===== src/sv/tvsd_pkg.sv =====
package tvsd_pkg;

    localparam int BYTE_W   = 8;
    localparam int SUB_W    = 5;
    localparam int CNT_W    = 4;
    localparam int VALUE_W  = 64;
    localparam int STRLEN_W = 32;
    localparam int TUSER_W  = 8;
    localparam int QDEPTH   = 2;

    localparam logic [CNT_W-1:0] PTR_BYTES_RESET = 4'd8;
    localparam logic [CNT_W-1:0] PTR_BYTES_NARROW = 4'd4;
    localparam logic [CNT_W-1:0] PTR_BYTES_WIDE = 4'd8;
    localparam logic [CNT_W-1:0] REAL_BYTES = 4'd8;
    localparam logic [SUB_W-1:0] SUB_COUNT_ESCAPE = 5'd31;
    localparam logic [SUB_W-1:0] SUB_NUM_REAL = 5'd5;
    localparam logic [SUB_W-1:0] SUB_INT32 = 5'd2;
    localparam logic [SUB_W-1:0] SUB_INT16 = 5'd3;
    localparam logic [SUB_W-1:0] SUB_INT8 = 5'd4;

    typedef enum logic [2:0] {
        TAG_NIL    = 3'd0,
        TAG_BOOL   = 3'd1,
        TAG_NUMBER = 3'd2,
        TAG_PTR    = 3'd3,
        TAG_SSTR   = 3'd4,
        TAG_LSTR   = 3'd5,
        TAG_TABLE  = 3'd6,
        TAG_SKIP   = 3'd7
    } tag_kind_t;

    typedef enum logic [2:0] {
        PH_IDLE,
        PH_CNTTAG,
        PH_INT,
        PH_REAL,
        PH_PTR,
        PH_LEN,
        PH_STR
    } phase_t;

    typedef enum logic [3:0] {
        TK_NIL    = 4'd0,
        TK_BOOL   = 4'd1,
        TK_INT    = 4'd2,
        TK_REAL   = 4'd3,
        TK_PTR    = 4'd4,
        TK_SSTART = 4'd5,
        TK_SBYTE  = 4'd6,
        TK_TABLE  = 4'd7,
        TK_ERR    = 4'd8
    } tok_kind_t;

    typedef enum logic [1:0] {
        ERR_NONE      = 2'd0,
        ERR_TRUNC     = 2'd1,
        ERR_INT_WIDTH = 2'd2,
        ERR_LEN_WIDTH = 2'd3
    } err_code_t;

    // classified input byte
    typedef struct packed {
        logic [BYTE_W-1:0] data;
        logic              last;
        tag_kind_t         kind;
        logic [SUB_W-1:0]  sub;
        logic              sub_zero;
        logic [CNT_W-1:0]  int_need;   // 0 when the subtype is no integer width
    } item_t;

    typedef struct packed {
        tok_kind_t          kind;
        logic [VALUE_W-1:0] value;
        logic               str_end;
        err_code_t          err;
    } token_t;

    function automatic logic [CNT_W-1:0] int_width(input logic [SUB_W-1:0] sub);
        logic [CNT_W-1:0] w;
        unique case (sub)
            5'd1:    w = 4'd8;
            5'd2:    w = 4'd4;
            5'd3:    w = 4'd2;
            5'd4:    w = 4'd1;
            default: w = 4'd0;
        endcase
        return w;
    endfunction

    function automatic logic [VALUE_W-1:0] int_value(input logic [SUB_W-1:0] sub,
                                                     input logic [VALUE_W-1:0] v);
        logic [VALUE_W-1:0] r;
        unique case (sub)
            SUB_INT32: r = {{32{v[31]}}, v[31:0]};
            SUB_INT16: r = {48'b0, v[15:0]};
            SUB_INT8:  r = {56'b0, v[7:0]};
            default:   r = v;
        endcase
        return r;
    endfunction

endpackage


===== src/sv/tvsd_front.sv =====
module tvsd_front
(
    input  logic                   s_tvalid,
    output logic                   s_tready,
    input  logic [7:0]             s_tdata,
    input  logic                   s_tlast,
    output logic                   push,
    output tvsd_pkg::item_t        push_item,
    input  logic                   q_ready
);
    import tvsd_pkg::*;

    logic [SUB_W-1:0] sub;

    assign sub      = s_tdata[BYTE_W-1:3];
    assign s_tready = q_ready;
    assign push     = s_tvalid && q_ready;

    always_comb
    begin
        push_item.data     = s_tdata;
        push_item.last     = s_tlast;
        push_item.kind     = tag_kind_t'(s_tdata[2:0]);
        push_item.sub      = sub;
        push_item.sub_zero = (sub == '0);
        push_item.int_need = int_width(sub);
    end

endmodule


===== src/sv/tvsd_queue.sv =====
module tvsd_queue
(
    input  logic              clk,
    input  logic              rst_n,
    input  logic              push,
    input  tvsd_pkg::item_t   push_item,
    output logic              q_ready,
    output logic              pop_valid,
    output tvsd_pkg::item_t   pop_item,
    input  logic              pop
);
    import tvsd_pkg::*;

    localparam int PTR_W = $clog2(QDEPTH);
    localparam int CNT_QW = $clog2(QDEPTH + 1);

    item_t             mem [QDEPTH];
    logic [PTR_W-1:0]  wr_ptr_reg, wr_ptr_next;
    logic [PTR_W-1:0]  rd_ptr_reg, rd_ptr_next;
    logic [CNT_QW-1:0] count_reg, count_next;

    assign q_ready   = (count_reg != CNT_QW'(QDEPTH));
    assign pop_valid = (count_reg != '0);
    assign pop_item  = mem[rd_ptr_reg];

    always_comb
    begin
        wr_ptr_next = wr_ptr_reg;
        rd_ptr_next = rd_ptr_reg;
        count_next  = count_reg;
        if (push)
        begin
            wr_ptr_next = (wr_ptr_reg == PTR_W'(QDEPTH - 1)) ? '0 : wr_ptr_reg + 1'b1;
        end
        if (pop)
        begin
            rd_ptr_next = (rd_ptr_reg == PTR_W'(QDEPTH - 1)) ? '0 : rd_ptr_reg + 1'b1;
        end
        if (push && !pop)
        begin
            count_next = count_reg + 1'b1;
        end
        else if (pop && !push)
        begin
            count_next = count_reg - 1'b1;
        end
    end

    always_ff @(posedge clk or negedge rst_n)
    begin
        if (!rst_n)
        begin
            wr_ptr_reg <= '0;
            rd_ptr_reg <= '0;
            count_reg  <= '0;
        end
        else
        begin
            wr_ptr_reg <= wr_ptr_next;
            rd_ptr_reg <= rd_ptr_next;
            count_reg  <= count_next;
        end
    end

    always_ff @(posedge clk)
    begin
        if (push)
        begin
            mem[wr_ptr_reg] <= push_item;
        end
    end

endmodule


===== src/sv/tvsd_back.sv =====
module tvsd_back
(
    input  logic              clk,
    input  logic              rst_n,
    input  logic              cfg_valid,
    input  logic [3:0]        cfg_data,
    input  logic              in_valid,
    input  tvsd_pkg::item_t   in_item,
    output logic              in_pop,
    output logic              out_valid,
    input  logic              out_ready,
    output tvsd_pkg::token_t  out_token
);
    import tvsd_pkg::*;

    logic [CNT_W-1:0]    ptr_bytes_reg;
    phase_t              phase_reg, phase_next;
    logic [SUB_W-1:0]    sub_reg, sub_next;
    logic [CNT_W-1:0]    need_reg, need_next;
    logic [CNT_W-1:0]    taken_reg, taken_next;
    logic [VALUE_W-1:0]  acc_reg, acc_next;
    logic [STRLEN_W-1:0] rem_reg, rem_next;
    logic                pend_tbl_reg, pend_tbl_next;
    logic                discard_reg, discard_next;
    logic                out_valid_reg, out_valid_next;
    token_t              tok_reg, tok_next;

    logic                can_take;
    logic                fire;
    logic                err;
    logic [VALUE_W-1:0]  acc_or;
    logic [CNT_W-1:0]    taken_inc;
    logic [STRLEN_W-1:0] rem_dec;
    logic [VALUE_W-1:0]  ival;

    assign can_take  = !out_valid_reg || out_ready;
    assign in_pop    = in_valid && can_take;
    assign fire      = in_pop;
    assign out_valid = out_valid_reg;
    assign out_token = tok_reg;

    assign acc_or    = acc_reg | ({56'b0, in_item.data} << {taken_reg[2:0], 3'b000});
    assign taken_inc = taken_reg + 1'b1;
    assign rem_dec   = rem_reg - 1'b1;
    assign ival      = int_value(sub_reg, acc_or);

    always_comb
    begin
        phase_next     = phase_reg;
        sub_next       = sub_reg;
        need_next      = need_reg;
        taken_next     = taken_reg;
        acc_next       = acc_reg;
        rem_next       = rem_reg;
        pend_tbl_next  = pend_tbl_reg;
        discard_next   = discard_reg;
        out_valid_next = out_valid_reg && !out_ready;
        tok_next       = tok_reg;
        err            = 1'b0;

        if (fire)
        begin
            tok_next.kind    = TK_NIL;
            tok_next.value   = '0;
            tok_next.str_end = 1'b0;
            tok_next.err     = ERR_NONE;
            if (discard_reg)
            begin
                if (in_item.last)
                begin
                    phase_next    = PH_IDLE;
                    pend_tbl_next = 1'b0;
                    discard_next  = 1'b0;
                end
            end
            else
            begin
                unique case (phase_reg)
                    PH_IDLE:
                    begin
                        unique case (in_item.kind)
                            TAG_NIL:
                            begin
                                out_valid_next = 1'b1;
                            end
                            TAG_BOOL:
                            begin
                                out_valid_next = 1'b1;
                                tok_next.kind  = TK_BOOL;
                                tok_next.value = {63'b0, !in_item.sub_zero};
                            end
                            TAG_NUMBER:
                            begin
                                taken_next = '0;
                                acc_next   = '0;
                                sub_next   = in_item.sub;
                                priority if (in_item.sub_zero)
                                begin
                                    out_valid_next = 1'b1;
                                    tok_next.kind  = TK_INT;
                                end
                                else if (in_item.sub == SUB_NUM_REAL)
                                begin
                                    phase_next = PH_REAL;
                                    need_next  = REAL_BYTES;
                                end
                                else if (in_item.int_need != '0)
                                begin
                                    phase_next = PH_INT;
                                    need_next  = in_item.int_need;
                                end
                                else
                                begin
                                    out_valid_next = 1'b1;
                                    tok_next.kind  = TK_ERR;
                                    tok_next.err   = ERR_INT_WIDTH;
                                    err            = 1'b1;
                                end
                            end
                            TAG_PTR:
                            begin
                                phase_next = PH_PTR;
                                sub_next   = in_item.sub;
                                taken_next = '0;
                                acc_next   = '0;
                                need_next  = (ptr_bytes_reg == PTR_BYTES_NARROW) ?
                                             PTR_BYTES_NARROW : PTR_BYTES_WIDE;
                            end
                            TAG_SSTR:
                            begin
                                out_valid_next = 1'b1;
                                tok_next.kind  = TK_SSTART;
                                tok_next.value = {59'b0, in_item.sub};
                                if (!in_item.sub_zero)
                                begin
                                    rem_next   = {27'b0, in_item.sub};
                                    phase_next = PH_STR;
                                end
                            end
                            TAG_LSTR:
                            begin
                                if (in_item.sub == SUB_INT32 || in_item.sub == SUB_INT16 ||
                                    in_item.sub == SUB_INT8)
                                begin
                                    phase_next = PH_LEN;
                                    sub_next   = in_item.sub;
                                    taken_next = '0;
                                    acc_next   = '0;
                                    need_next  = in_item.int_need;
                                end
                                else
                                begin
                                    out_valid_next = 1'b1;
                                    tok_next.kind  = TK_ERR;
                                    tok_next.err   = ERR_LEN_WIDTH;
                                    err            = 1'b1;
                                end
                            end
                            TAG_TABLE:
                            begin
                                if (in_item.sub == SUB_COUNT_ESCAPE)
                                begin
                                    phase_next    = PH_CNTTAG;
                                    pend_tbl_next = 1'b1;
                                end
                                else
                                begin
                                    out_valid_next = 1'b1;
                                    tok_next.kind  = TK_TABLE;
                                    tok_next.value = {59'b0, in_item.sub};
                                end
                            end
                            TAG_SKIP:
                            begin
                            end
                        endcase
                    end
                    PH_CNTTAG:
                    begin
                        priority if (in_item.sub_zero)
                        begin
                            out_valid_next = 1'b1;
                            tok_next.kind  = TK_TABLE;
                            phase_next     = PH_IDLE;
                            pend_tbl_next  = 1'b0;
                        end
                        else if (in_item.int_need != '0)
                        begin
                            phase_next = PH_INT;
                            sub_next   = in_item.sub;
                            need_next  = in_item.int_need;
                            taken_next = '0;
                            acc_next   = '0;
                        end
                        else
                        begin
                            out_valid_next = 1'b1;
                            tok_next.kind  = TK_ERR;
                            tok_next.err   = ERR_INT_WIDTH;
                            err            = 1'b1;
                            phase_next     = PH_IDLE;
                            pend_tbl_next  = 1'b0;
                        end
                    end
                    PH_STR:
                    begin
                        rem_next         = rem_dec;
                        out_valid_next   = 1'b1;
                        tok_next.kind    = TK_SBYTE;
                        tok_next.value   = {56'b0, in_item.data};
                        tok_next.str_end = (rem_dec == '0);
                        if (rem_dec == '0)
                        begin
                            phase_next = PH_IDLE;
                        end
                    end
                    default:
                    begin
                        acc_next   = acc_or;
                        taken_next = taken_inc;
                        if (taken_inc >= need_reg)
                        begin
                            out_valid_next = 1'b1;
                            phase_next     = PH_IDLE;
                            unique case (phase_reg)
                                PH_INT:
                                begin
                                    tok_next.kind  = pend_tbl_reg ? TK_TABLE : TK_INT;
                                    tok_next.value = ival;
                                    pend_tbl_next  = 1'b0;
                                end
                                PH_REAL:
                                begin
                                    tok_next.kind  = TK_REAL;
                                    tok_next.value = acc_or;
                                end
                                PH_PTR:
                                begin
                                    tok_next.kind  = TK_PTR;
                                    tok_next.value = (need_reg == PTR_BYTES_NARROW) ?
                                                     {32'b0, acc_or[31:0]} : acc_or;
                                end
                                default:
                                begin
                                    tok_next.kind  = TK_SSTART;
                                    tok_next.value = {32'b0, ival[31:0]};
                                    if (ival[31:0] != '0)
                                    begin
                                        rem_next   = ival[31:0];
                                        phase_next = PH_STR;
                                    end
                                end
                            endcase
                        end
                    end
                endcase

                if (in_item.last)
                begin
                    if (phase_next != PH_IDLE)
                    begin
                        out_valid_next   = 1'b1;
                        tok_next.kind    = TK_ERR;
                        tok_next.value   = '0;
                        tok_next.str_end = 1'b0;
                        tok_next.err     = ERR_TRUNC;
                    end
                    phase_next    = PH_IDLE;
                    pend_tbl_next = 1'b0;
                    discard_next  = 1'b0;
                end
                else if (err)
                begin
                    discard_next = 1'b1;
                end
            end
        end
    end

    always_ff @(posedge clk or negedge rst_n)
    begin
        if (!rst_n)
        begin
            ptr_bytes_reg <= PTR_BYTES_RESET;
            phase_reg     <= PH_IDLE;
            pend_tbl_reg  <= 1'b0;
            discard_reg   <= 1'b0;
            out_valid_reg <= 1'b0;
        end
        else
        begin
            if (cfg_valid)
            begin
                ptr_bytes_reg <= cfg_data;
            end
            phase_reg     <= phase_next;
            pend_tbl_reg  <= pend_tbl_next;
            discard_reg   <= discard_next;
            out_valid_reg <= out_valid_next;
        end
    end

    always_ff @(posedge clk)
    begin
        sub_reg   <= sub_next;
        need_reg  <= need_next;
        taken_reg <= taken_next;
        acc_reg   <= acc_next;
        rem_reg   <= rem_next;
        tok_reg   <= tok_next;
    end

endmodule


===== src/sv/tagged_value_stream_decoder_unit.sv =====
// Tagged value stream decoder. Bytes of a serialized buffer enter on s_axis
// (tlast on the final byte) and come out as tokens on m_axis, at most one
// token per byte. The front classifies each byte into its tag kind and
// subtype and pushes it into a two-entry queue; the back pops one byte per
// cycle (the sustained rate) unless m_axis back-pressure stalls it, runs the
// tag/payload state machine and holds the token in an output register; a byte's
// token is registered after the byte passes the queue. Write pointer_bytes
// (4 or 8) through the cfg channel only while no buffer is in flight.
module tagged_value_stream_decoder_unit
(
    input  logic               clk,
    input  logic               rst_n,
    input  logic               cfg_valid,
    output logic               cfg_ready,
    input  logic [3:0]         cfg_data,        // pointer_bytes
    input  logic               s_axis_tvalid,
    output logic               s_axis_tready,
    input  logic [7:0]         s_axis_tdata,    // data_byte
    input  logic               s_axis_tlast,    // last_byte
    output logic               m_axis_tvalid,
    input  logic               m_axis_tready,
    output logic signed [63:0] m_axis_tdata,    // token_value
    output logic               m_axis_tlast,    // string_end
    output logic [7:0]         m_axis_tuser     // [3:0] token_kind, [5:4] error_code
);
    import tvsd_pkg::*;

    logic   push;
    logic   q_ready;
    item_t  push_item;
    logic   pop_valid;
    logic   pop;
    item_t  pop_item;
    token_t token;

    assign cfg_ready = 1'b1;

    tvsd_front u_front
    (
        .s_tvalid  (s_axis_tvalid),
        .s_tready  (s_axis_tready),
        .s_tdata   (s_axis_tdata),
        .s_tlast   (s_axis_tlast),
        .push      (push),
        .push_item (push_item),
        .q_ready   (q_ready)
    );

    tvsd_queue u_queue
    (
        .clk       (clk),
        .rst_n     (rst_n),
        .push      (push),
        .push_item (push_item),
        .q_ready   (q_ready),
        .pop_valid (pop_valid),
        .pop_item  (pop_item),
        .pop       (pop)
    );

    tvsd_back u_back
    (
        .clk       (clk),
        .rst_n     (rst_n),
        .cfg_valid (cfg_valid),
        .cfg_data  (cfg_data),
        .in_valid  (pop_valid),
        .in_item   (pop_item),
        .in_pop    (pop),
        .out_valid (m_axis_tvalid),
        .out_ready (m_axis_tready),
        .out_token (token)
    );

    assign m_axis_tdata = token.value;
    assign m_axis_tlast = token.str_end;
    assign m_axis_tuser = {2'b00, token.err, token.kind};

endmodule


===== config.mk =====
export PLATFORM = sky130hd
export DESIGN_NAME = tagged_value_stream_decoder_unit
export DESIGN_NICKNAME = d
export VERILOG_FILES = /design/src/sv/tvsd_pkg.sv /design/src/sv/tvsd_front.sv /design/src/sv/tvsd_queue.sv /design/src/sv/tvsd_back.sv /design/src/sv/tagged_value_stream_decoder_unit.sv
export SDC_FILE = /design/constraint.sdc
export NUM_CORES = 1
export LEC_CHECK = 0
export BUFFER_PORTS_ARGS = -buffer_cell sky130_fd_sc_hd__buf_4
export CAP_MARGIN = 5
export CORE_UTILIZATION = 25
export CTS_CLUSTER_DIAMETER = 80
export DETAILED_ROUTE_END_ITERATION = 10
export GPL_ROUTABILITY_DRIVEN = 0
export PLACE_DENSITY_LB_ADDON = 0.2
export SYNTH_ARGS = -nofsm -noshare
export SYNTH_HDL_FRONTEND = slang
export SYNTH_SLANG_ARGS = --single-unit

===== constraint.sdc =====
create_clock -name clk -period 11.4 [get_ports clk]
set_clock_uncertainty 0.2 [all_clocks]
set_input_delay 1.71 -clock clk [delete_from_list [all_inputs] [get_ports clk]]
set_output_delay 1.71 -clock clk [all_outputs]
set_load 0.05 [all_outputs]

==> impl_metrics.csv, run 1 <==
group,metric,value,unit
setup_path,critPathLaunchType,"flip-flop",
yosys,ys_ff_latch,222,
yosys,synth_top_area_share,55.2,%
cts,ctsHoldBuffers,0,
power,cellPowerDensity,322,nW/µm²
die,initial_core_util,25.5,%
placement,place_ws,6.98,ns
die,die_area,46100,µm²
setup_path,slowest_stage,"edfxtp_1",
setup_path,path_class,"flip-flop to flip-flop",
setup_path,worstPathArrival,4.17,ns
cts,htree_levels,1,
placement,dp_hpwl,22.4,mm
final_layout,area_growth,19.1,%
yosys,synthCells,1015,
grt,grt_pass1_vias,8214,
cts,clock_sinks,222,
yosys,synth.distinct_cells,81,
grt,antenna_found_initial,0,
routing,wl,32.8,mm
yosys,ys_top_cells_by_area,"edfxtp_1 (55%), nor2_1 (4.8%), a21oi_1 (4.0%)",
sta,setup_ws,7.32,ns
grt,grt_max_degree,68,
placement,io_buffers,90,
worst_hold_path,hp-class,"flip-flop to flip-flop",
routing,drc,0,
final_layout,fill_cells,4555,
cts,cts_root_buf,"clkbuf_16",
final_layout,largest_reg_flops,71,
sta,finalSetupViolations,0,
routing,first_pass_iters,5,
setup_path,path_max_fanout,12,
final_layout,nets,1111,
setup_path,critPathRequiredTime,11.48,ns
sta,slew_violations,0,
final_layout,final_area,13500,µm²
grt,grt_first_pass_wirelength,50.5,mm
die,core_area,44400,µm²
sta,max_freq,245,MHz
sta,rsz0062_at_grt,"false",
yosys,post-synth-top-area-cell,"edfxtp_1",
cts,ctsResizeCount,0,
cts,cts_setup_buffers,0,
die,dieWidth,215,µm
yosys,synth_edf_count,208,
yosys,yosysWarningCount,0,
die,die_y,215,µm
sta,min_period,4.08,ns
grt,grt.total_usage,14.1,%
sta,hold_viol,0,
yosys,avgSynthCellArea,11.1,µm²
job,drv_cap,0,
sta,slew_headroom,38.0,%
setup_path,crit_top_cell,"nor2_1",
yosys,ys_top_cells_by_count,"edfxtp_1 (208), nor2_1 (146), a21oi_1 (90), nand2_1 (54), clkbuf_1 (47)",
routing,vias,8295,
final_layout,diodes,0,
die,ios,94,
die,rows,77,
routing,dr.first_iter.drc_count,677,
power,p_leak,4.78,nW
routing,drtAntennaViolNets,0,
cts,clkTransAtPathRegs,0.06,ns
yosys,ys_seq_area_share,58.4,%
setup_path,crit_chain,"and3_1, xor2_1, ha_1, a21oi_1, o21ai_1, or3_1, o21ai_0, nor2_1, a41oi_2, nor2_1",
cts,numCtsBuffers,27,
yosys,syn-cell-area,11300,µm²
grt,grt-ovfl-total,0,
sta,setup_tns,0,ns
yosys,synthArstFlopShare,6.31,%
placement,placed_area,12600,µm²
routing,avgRoutedWirePerCell,19.3,µm
placement,dp_cells,1648,
sta,min_period_over_period,35.8,%
routing,vias_per_cell,4.89,
cts,cts_tree,"done",
final_layout,drive_above_1_share,17.2,%
sta,holdWs,0.297,ns
sta,tightest_slew,0.931,ns
final_layout,fin_cells,1697,
yosys,yosysMostFrequentCell,"edfxtp_1",
yosys,synth_flop_cell,"edfxtp_1",
setup_path,slowest_delay,0.57,ns
outcome,run_status,"finished clean",
cts,clk_latency,0.56,ns
power,vdd_drop_max,0.000108,V
setup_path,end_kind,"flip-flop",
cts,clk_path_buf_depth,3,
[cell type report]
cell class	count	area [µm²]	area share (%)
Multi-Input combinational cell	714	4410	32.7
Clock buffer	31	691	5.13
Timing Repair Buffer	103	773	5.74
Inverter	17	63.8	0.474
Clock inverter	18	188	1.39
Sequential cell	222	6600	49.0
Tap cell	592	741	5.50
[layout by cell type (no fill, tap or decap), drive strengths merged, types with 9 or more instances in the layout]
cell,n
o31ai,12
nor2,156
and2,44
clkinv,12
inv,19
nor3,28
a21oi,90
mux2,12
a21o,36
nand4,11
xnor2,21
xor2,15
nand2,54
clkbuf,31
buf,103
o21ai,25
dfrtp,13
o22ai,30
nor3b,15
nor4,22
edfxtp,208
nand2b,9
mux2i,10
[per-stage QoR]
step / power (W) / util, %
floorplan: 0.00288 / -
global placement: 0.00350 / 28.3
detailed placement: 0.00350 / 28.3
CTS: 0.00439 / 30.3
global route: 0.00459 / 30.3
finish: 0.00434 / 30.3
[cell families (layout without fill, tap and decap cells)]
group,Yosys count,after routing,share of synthesized area [%]
simple gates,394,394,18.2
compound gates,251,251,14.7
flops,222,222,58.4
buf+inv,80,169,2.93
xor+xnor,36,36,2.79
mux,22,22,2.08
fa+ha+maj,8,8,0.885
other cells,2,3,0.0664
[path summary, 6_finish.rpt]
path                                          from                       to  slack (ns)  depth (start not counted)
setup / recovery               u_back.taken_reg[0]     u_back.out_token[10]        7.32                         10
min in group asynchronous                    rst_n      u_back.phase_reg[0]        0.79                          1
max in group asynchronous                    rst_n  u_back.ptr_bytes_reg[3]        9.96                          1
setup reg to reg               u_back.taken_reg[0]     u_back.out_token[10]        7.32                         10
hold / removal             u_back.ptr_bytes_reg[2]  u_back.ptr_bytes_reg[2]        0.30                          1
hold reg to reg            u_back.ptr_bytes_reg[2]  u_back.ptr_bytes_reg[2]        0.30                          1
[worst max-delay path: cells and delay by family, from the launching register on]
family | cells | cell delay [ns]
and+or+nand+nor | 4 | 1.28
AOI/OAI and AO/OA | 4 | 1.27
DFF | 1 | 0.57
adders and majority gates | 1 | 0.27
xor gates and xnor gates | 1 | 0.22
[routing by layer]
layer	routed length (µm)	track usage (%)
met1	15200	19.4
met2	15400	22.9
met3	1490	1.84
met4	716	4.38
met5	0	0
[where the power goes]
group | switching (W) | internal [W]
logic | 0.00140 | 0.000535
registers | 0.000181 | 0.00136
clock network | 0.000346 | 0.000522
No activity file was read; power rests on OpenSTA's default activity.
==> run 2, diff against run 1 <==
- clock period: 11.4 -> 3.3 ns (I/O delays scaled with it)
==> run 2 against run 1 <==
Die area unchanged. Power increased to 3.7 times the previous value. Combinational power grew to 3.9 times the previous value. Routed wire length up 5.3%. Critical endpoint is now u_back.out_token[23]. Register-to-register slack worse by 7.1 ns. Worst hold slack worse by 0.25 ns. Sequential power grew to 3.4 times the previous value. Flip-flop and latch count unchanged.
==> impl_metrics.csv, run 2 (synthesis results as in run 1) <==
group,metric,value,unit
final_layout,final_cell_mix,"edfxtp_1 (208), buf_4 (185), nor2_1 (144)",
final_layout,fin_cells,1804,
final_layout,area_growth,28.3,%
die,die_y,215,µm
sta,tightest_slew,0.692,ns
final_layout,largest_reg_flops,71,
grt,grt_pass1_vias,8880,
final_layout,drive_above_1_share,24.2,%
routing,drc,0,
cts,clk_latency,0.55,ns
grt,grt_max_degree,47,
sta,min_period,3.13,ns
die,dieWidth,215,µm
job,drv_cap,0,
sta,slew_violations,0,
setup_path,slowest_delay,0.45,ns
placement,place_ws,0.0652,ns
cts,htree_levels,1,
sta,min_period_over_period,94.8,%
setup_path,critPathLaunchType,"flip-flop",
sta,setup_tns,0,ns
power,total_power,0.0159,W
final_layout,mostFrequentLayoutCell,"edfxtp_1",
grt,grt_first_pass_wirelength,54.1,mm
grt,grt-ovfl-total,0,
die,rows,77,
cts,numCtsBuffers,26,
setup_path,critPathRequiredTime,3.39,ns
placement,dp_cells,1734,
sta,hold_viol,0,
cts,clk_path_buf_depth,3,
power,p_leak,5.36,nW
cts,clock_sinks,222,
routing,vias_per_cell,4.83,
sta,setup_ws,0.170,ns
routing,dr.first_iter.drc_count,605,
cts,cts_tree,"done",
setup_path,path_class,"flip-flop to flip-flop",
placement,io_buffers,90,
sta,max_freq,320,MHz
placement,dp_hpwl,24.7,mm
setup_path,slowest_stage,"edfxtp_1",
worst_hold_path,hp-class,"primary input to flip-flop",
final_layout,diodes,0,
setup_path,crit_family,"compound AO/OA/AOI/OAI gates",
routing,drtAntennaViolNets,0,
routing,vias,8708,
die,ios,94,
power,vdd_drop_max,0.000465,V
power,cellPowerDensity,1100,nW/µm²
sta,finalSetupViolations,0,
routing,wl,34.5,mm
grt,grt.total_usage,15.0,%
setup_path,worstPathArrival,3.21,ns
cts,clkTransAtPathRegs,0.06,ns
die,core_area,44400,µm²
sta,slew_headroom,53.7,%
outcome,run_status,"finished clean",
grt,antenna_found_initial,0,
setup_path,path_max_fanout,16,
die,initial_core_util,25.5,%
routing,avgRoutedWirePerCell,19.1,µm
setup_path,end_kind,"flip-flop",
routing,first_pass_iters,5,
die,die_area,46100,µm²
final_layout,nets,1219,
cts,cts_root_buf,"clkbuf_16",
setup_path,crit_chain,"buf_4, or4_4, o311ai_1, o31ai_1, and4_1, a41o_1, o211a_4, o2111ai_4, buf_12, nor2_1",
setup_path,critPathBufInv,2,
run 2: path summary, 6_finish.rpt:
kind / endpoint / startpoint / slack [ns] / cells after the start
hold / removal: u_back.out_valid / m_axis_tready / 0.05 / 3
min in group asynchronous: u_queue.rd_ptr_reg / rst_n / 0.14 / 2
setup reg to reg: u_back.out_token[23] / u_back.rem_reg[3] / 0.17 / 10
setup / recovery: u_back.out_token[23] / u_back.rem_reg[3] / 0.17 / 10
hold reg to reg: u_queue.count_reg[1] / u_queue.count_reg[1] / 0.30 / 1
max in group asynchronous: u_back.ptr_bytes_reg[3] / rst_n / 2.52 / 2
run 2: cell type report:
cell class                 instances  area [µm²]
tap                              592         741
multi-input combinational        714        4460
timing repair buffer             212        1740
fill                            4546       29900
inverter                          17        63.8
clock inverter                    16         214
sequential                       222        6600
clock buffer                      31         691
run 2: worst min-delay path: cells and delay by family:
family	cells	cell delay [ns]
AO/OA/AOI/OAI	1	0.08
buffers and inverters	1	0.07
AND/OR/NAND/NOR	1	0.10
run 2: power by group:
group	internal [W]	switching, W
Sequential	0.00469	0.000588
Combinational	0.00250	0.00509
Clock	0.00188	0.00118
Total	0.00908	0.00686
run 2: through the flow:
| step | util, % | area (µm²) | hold slack (ns) |
|---|---|---|---|
| CTS | 32.5 | 14400 | 0.0259 |
| floorplan | - | 11400 | -0.000591 |
| finish | 32.7 | 14500 | 0.0510 |
| global placement | 30.0 | 13300 | 0.168 |
| global route | 32.7 | 14500 | 0.0528 |
| detailed placement | 30.0 | 13300 | 0.166 |
run 2: metal layers:
metal	wire [µm]	track usage, %	share of wire, %
met5	0	0	0
met4	576	3.67	1.7
met3	1380	2.09	4.0
met2	16600	25.0	48
met1	16000	20.5	46
run 2: repair_timing:
action | CTS | global route
gates resized for setup | 0 | 9
hold buffers | 18 | 0
setup endpoints to repair | 0 | 38
endpoints found under the hold margin | 36 | 0
buffers inserted | 0 | 5
